--- src/rtl/core/atid_pkg.sv ---
`timescale 1ns / 1ps

package atid_pkg;

   localparam int CAPACITY = 64;

   localparam int OP_W     = 3;
   localparam int POS_W    = 6;
   localparam int DATA_W   = 32;
   localparam int STATUS_W = 2;
   localparam int RSP_CNT_W = 7;

   localparam int CNT_W = $clog2(CAPACITY + 1);
   localparam int CMP_W = (CNT_W > POS_W) ? CNT_W : POS_W;

   localparam logic [OP_W-1:0] OP_INS_ORD = 3'd0;
   localparam logic [OP_W-1:0] OP_INS_UNO = 3'd1;
   localparam logic [OP_W-1:0] OP_DEL_ORD = 3'd2;
   localparam logic [OP_W-1:0] OP_DEL_UNO = 3'd3;
   localparam logic [OP_W-1:0] OP_READ    = 3'd4;

   localparam logic [STATUS_W-1:0] ST_OK    = 2'd0;
   localparam logic [STATUS_W-1:0] ST_FULL  = 2'd1;
   localparam logic [STATUS_W-1:0] ST_RANGE = 2'd2;
   localparam logic [STATUS_W-1:0] ST_EMPTY = 2'd3;

   // broadcast from the controller to every cell
   typedef struct packed {
      logic                     go;
      logic [OP_W-1:0]          op;
      logic [CMP_W-1:0]         pos;
      logic [CMP_W-1:0]         count;
      logic signed [DATA_W-1:0] val;
      logic signed [DATA_W-1:0] rd_pos;
      logic signed [DATA_W-1:0] rd_last;
   } cell_cmd_type;

endpackage

--- src/rtl/core/atid_cell.sv ---
`timescale 1ns / 1ps

module atid_cell
   import atid_pkg::*;
(
   input  logic                     clock,
   input  logic [CMP_W-1:0]         idx,
   input  cell_cmd_type             cmd,
   input  logic signed [DATA_W-1:0] left_data,
   input  logic signed [DATA_W-1:0] right_data,
   output logic signed [DATA_W-1:0] data_q
);

   logic signed [DATA_W-1:0] data_ff;
   logic signed [DATA_W-1:0] data_in;
   logic [CMP_W-1:0]         last_idx;

   assign last_idx = cmd.count - CMP_W'(1);

   always_comb begin
      data_in = data_ff;
      if (cmd.go) begin
         unique case (cmd.op)
            OP_INS_ORD: begin
               if (idx == cmd.pos) begin
                  data_in = cmd.val;
               end else if (idx > cmd.pos && idx <= cmd.count) begin
                  data_in = left_data;
               end
            end
            OP_INS_UNO: begin
               if (idx == cmd.pos) begin
                  data_in = cmd.val;
               end else if (idx == cmd.count) begin
                  data_in = cmd.rd_pos;
               end
            end
            OP_DEL_ORD: begin
               if (idx >= cmd.pos && idx < last_idx) begin
                  data_in = right_data;
               end
            end
            OP_DEL_UNO: begin
               if (idx == cmd.pos) begin
                  data_in = cmd.rd_last;
               end
            end
            default: begin
               data_in = data_ff;
            end
         endcase
      end
   end

   always_ff @(posedge clock) begin
      data_ff <= data_in;
   end

   assign data_q = data_ff;

endmodule

--- config.mk ---
export PLATFORM = sky130hd
export DESIGN_NAME = atid_cell
export DESIGN_NICKNAME = d
export VERILOG_FILES = /design/src/rtl/core/atid_pkg.sv /design/src/rtl/core/atid_cell.sv
export SDC_FILE = /design/constraint.sdc
export NUM_CORES = 1
export LEC_CHECK = 0
export ABC_AREA = 1
export ABC_CLOCK_PERIOD_IN_PS = 6800
export BUFFER_PORTS_ARGS = -buffer_cell sky130_fd_sc_hd__buf_2
export CAP_MARGIN = 15
export CELL_PAD_IN_SITES_DETAIL_PLACEMENT = 1
export CELL_PAD_IN_SITES_GLOBAL_PLACEMENT = 1
export CORE_MARGIN = 2
export CORE_UTILIZATION = 29
export DETAILED_ROUTE_END_ITERATION = 7
export PLACE_DENSITY_LB_ADDON = 0.12
export SYNTH_ARGS = -nofsm -noshare
export SYNTH_HDL_FRONTEND = slang
export SYNTH_SLANG_ARGS = --single-unit
--- constraint.sdc ---
create_clock -name clock -period 6.8 [get_ports clock]
set_input_delay 0.34 -clock clock [delete_from_list [all_inputs] [get_ports clock]]
set_output_delay 0.34 -clock clock [all_outputs]
set_load 0.1 [all_outputs]
[After elaboration in Yosys (flattened, before gate mapping)]
Index checks and enable logic that the tools add are counted.
Cells by class
  add/sub/neg operators: 1
  equality and inequality tests: 9
  reductions and logical operators: 5
  $lt $le $gt $ge: 4
  multiplexer cells: 7
Operator list (count)
  $mux W32: 6
  $pmux W32 S4: 1
  $eq A7 B7 Y1: 2
  $ge A7 B7 Y1: 1
  $gt A7 B7 Y1: 1
  $le A7 B7 Y1: 1
  $lt A7 B7 Y1: 1
  $sub A7 B1 Y7 const B: 1
  $eq A3 B2 Y1 const B: 2
  $ne A3 B3 Y1 const B: 2
  $reduce_and A6 Y1: 1
  $ne A2 B2 Y1 const B: 2
  $reduce_bool A4 Y1: 1
  $eq A3 B1 Y1 const B: 1
  $logic_not A3 Y1: 1
  $logic_and A1 B1 Y1: 2
Storage, ports and cells
  flip-flop bits (word level): 32
  logic and storage cells: 27
  input bits: 186
  output and inout bits: 32

[Longest topological paths before layout]
  depth after elaboration: 5
  gate-level depth with buffers: 13
  mapped depth without buffers: 13

[Worst setup path before layout]
OpenSTA, ideal clock, no wires.
  path kind: input to register
  from: input port cmd[96] (netlist name)
  to: register data_ff[0] (netlist: data_q[0]), enable pin
  library setup time: 0.432 ns
  cell stages on the path: 12
  arrival: 3.210 ns
  path buffers: 0
  setup slack: 3.158 ns
  data required time: 6.368 ns
  cell sequence: inv_1 -> ha_1 -> nand3_1 -> nor3_1 -> xor2_1 -> ha_1 -> nand2_1 -> o21bai_1 -> nand3_1 -> nand2_1 -> nand2_1 -> a21oi_1
Between the ends
  word-level cells in the longest chain between the ends: 5
  elaborated cells between the ends (all ways): 10
  classes of those cells: add/sub: 1; order compare: 2; eq/ne: 4; reduce/logical: 3
RTL lines
  start, declared: line atid_cell.sv:8  | input cell_cmd_type cmd,
  $sub A7 B1 Y7: line atid_cell.sv:18  | assign last_idx = cmd.count - CMP_W'(1);
  $lt A7 B7 Y1: line atid_cell.sv:39  | if (idx >= cmd.pos && idx < last_idx) begin
  $logic_and A1 B1 Y1: line atid_cell.sv:39
  $ne A2 B2 Y1 (no line)
  $reduce_and A6 Y1 (no line) *
  end signal, assigned: line atid_cell.sv:56  | data_ff <= data_in;
  end, declared: line atid_cell.sv:14  | logic signed [DATA_W-1:0] data_ff;
Every way passes the cells marked *; elsewhere a longest branch is shown, timed or not.
A chain may end at the register's enable or synchronous reset.

[Worst setup path in the final report]
  from: input port cmd[96] (netlist name)
  to: register data_ff[27] (netlist: data_q[27]), enable pin
The elaborated chain is that of the path after synthesis.

==> qor.txt <==
Rows: 37
Synthesized cell area: 0.00304 mm2
CTS resizes: 0
Max-Cap Viols: 0
Final min period: 2940 ps
Detailed Route Iter0 Violations: 130
CP startpoint kind: input pin
Fraction of layout cells with a size suffix above 1: 35.0%
Core area: 0.0102 mm2
DRT Pass-1 Iters: 4
Largest net degree at the start of global routing: 66
Top-area cell type share of the netlist area: 31.7%
Die ar.: 0.0113 mm2
LEAKAGE: 0.00243 uW
Num ports: 218
Gate count of the mapped netlist: 455
NumNets Final: 867
Chip Width: 106 um
Detailed-route vias per instance: 4.73
RSZ-0062 raised after global routing: false
# setup viols final: 0
Hold slack: 379 ps
DIE HEIGHT: 106 um
Max-slew violation count: 0
Arrival @ worst endpoint: 2830 ps
Root buffer cell: clkbuf_8
Synth area leaders: edfxtp_1, nand2_1, ha_1, a22oi_1, nand3_1
Initial antenna violation count: 0
Wirelength per Cell: 14.4 um
Initial Util: 29.7%
Synthesized area per cell: 6.67 um2
Sequential element share of the synthesized area: 31.7%
Vias in the first global route: 3908
Worst slew pin tran: 1090 ps
Worst-path fanout max: 32
Synth Flop Type: edfxtp_1
Max reg flops: 32
Critical Path RT: 6700 ps
PwrDens: 144 mW/mm2
CTS tree: done
ANT nets after route: 0
FF+latch count, synth: 32
Largest area contributor in the netlist: edfxtp_1
Most common cell in the synthesized netlist: nand2_1
Inserted Clock Buffers: 5
GRT Resource Usage Total: 20.3%
Max_slew headroom: 27.4%
Synth unique cells: 20
Setup_tns: 0 ps
Synth Net Count: 663
Post-DP HPWL: 9050 um
Grt total ovfl: 0
Hold WC Path Type: input pin to flop
# DRC: 0
Sink Count: 32
Post-synth EDFFs: 32
Critical Path Sink Type: flop
Hold path depth: 3
Clock-pin slew on the worst setup and hold paths: 70 ps
Pwr Total: 618 uW
Routed WL: 11500 um
Final Util: 41.9%
VDD IR-drop max: 67.5 uV
Count of final hold-check violations: 0
Min-delay src: right_data[14]
FFs w/ async S/R, synth: 0%
Hold Buf Count CTS: 0
P&R area growth vs syn: 41.3%
Final estimated routing congestion in global placement: 0.779
First-pass GRT wire length: 18200 um
Clk buf depth: 2
Post-CTS setup buffer count: 0
Commonest cells post-synth: nand2_1, nand3_1, a22oi_1, edfxtp_1, inv_1
Synthesis Warnings: 0
Run status: finished clean
Buffers on Ports: 217
# H-tree levels: 2
Fmax: 341 MHz
Fill cells: 1421
Crit Path Category: input pin to flop
Period utilization: 43.2%
DR vias: 3769
WHS Endpoint: data_q[14]
-- logic make-up after synthesis --
family	share of synthesized area, %
compound gates	9.32
xor+xnor	1.44
fa+ha+maj	9.07
buf+inv	7.83
flops	31.7
simple gates	40.7
-- routing by layer --
metal | wire length (um) | global-route usage [%] | vias up
met3 | 799 | 4.11 | 16
met2 | 6100 | 39.5 | 128
met4 | 172 | 4.79 | 0
met1 | 4410 | 22.2 | 1719
met5 | 0 | 0 | -
li1 | - | - | 1906
-- how the worst max path moves through the flow --
stage            start          to  slack, ps  depth (start not counted)
6_report       cmd[96]  data_q[27]       3860                         13
5_1_grt        cmd[96]  data_q[24]       3550                         13
4_1_cts        cmd[96]  data_q[29]       3800                         13
3_5_place_dp   cmd[96]  data_q[15]       3510                         13
3_3_place_gp   cmd[96]  data_q[15]       3730                         13
2_1_floorplan  cmd[96]   data_q[0]       3160                         12
-- cell type report --
cell class	instances	area (um2)	area share (%)
antenna	1	2.50	0.0584
clock buffer	7	76.3	1.78
clock inverter	1	3.75	0.0875
multi-input combinational	376	1880	43.7
tap	136	170	3.97
timing repair buffer	220	1110	25.9
inverter	24	90.1	2.10
sequential	32	961	22.4
-- cells in the final DEF (no fill, tap or decap) --
| cell type | count |
|---|---|
| a21oi_1 | 6 |
| a21oi_4 | 1 |
| a22oi_1 | 32 |
| and2_1 | 1 |
| buf_2 | 217 |
| buf_4 | 3 |
| clkbuf_1 | 2 |
| clkbuf_8 | 5 |
| clkinv_1 | 1 |
| diode_2 | 1 |
| edfxtp_1 | 32 |
| ha_1 | 22 |
| inv_1 | 23 |
| inv_2 | 1 |
| nand2_1 | 249 |
| nand3_1 | 40 |
| nand3b_1 | 2 |
| nor2_1 | 11 |
| nor2_4 | 2 |
| nor3_1 | 2 |
| nor3_4 | 2 |
| o21bai_1 | 1 |
| xnor2_1 | 1 |
| xor2_1 | 4 |
-- worst max-delay path, stage by stage --
cell and delay, ps:
buf_2 100, inv_1 100, ha_1 200, nand3_1 130, nor3_1 260, xor2_1 190, ha_1 260, nand2_1 90
o21bai_1 120, nand3_1 100, nand2_1 70, nand2_1 80, a21oi_4 780
-- per-stage QoR --
stage          cells  area [um2]  setup WS (ps)
2_1_floorplan    455        3040           3160
5_1_grt          796        4290           3550
6_report         797        4290           3860
3_3_place_gp     788        4210           3730
3_5_place_dp     788        4210           3510
4_1_cts          796        4290           3800
-- report_power, final --
| part | switching (uW) | leakage [uW] | internal, uW |
|---|---|---|---|
| clock | 65.4 | 0.0000399 | 71.1 |
| combinational | 162 | 0.00211 | 83.7 |
| sequential | 2.39 | 0.000283 | 233 |
(Power assumes the default switching activity.)
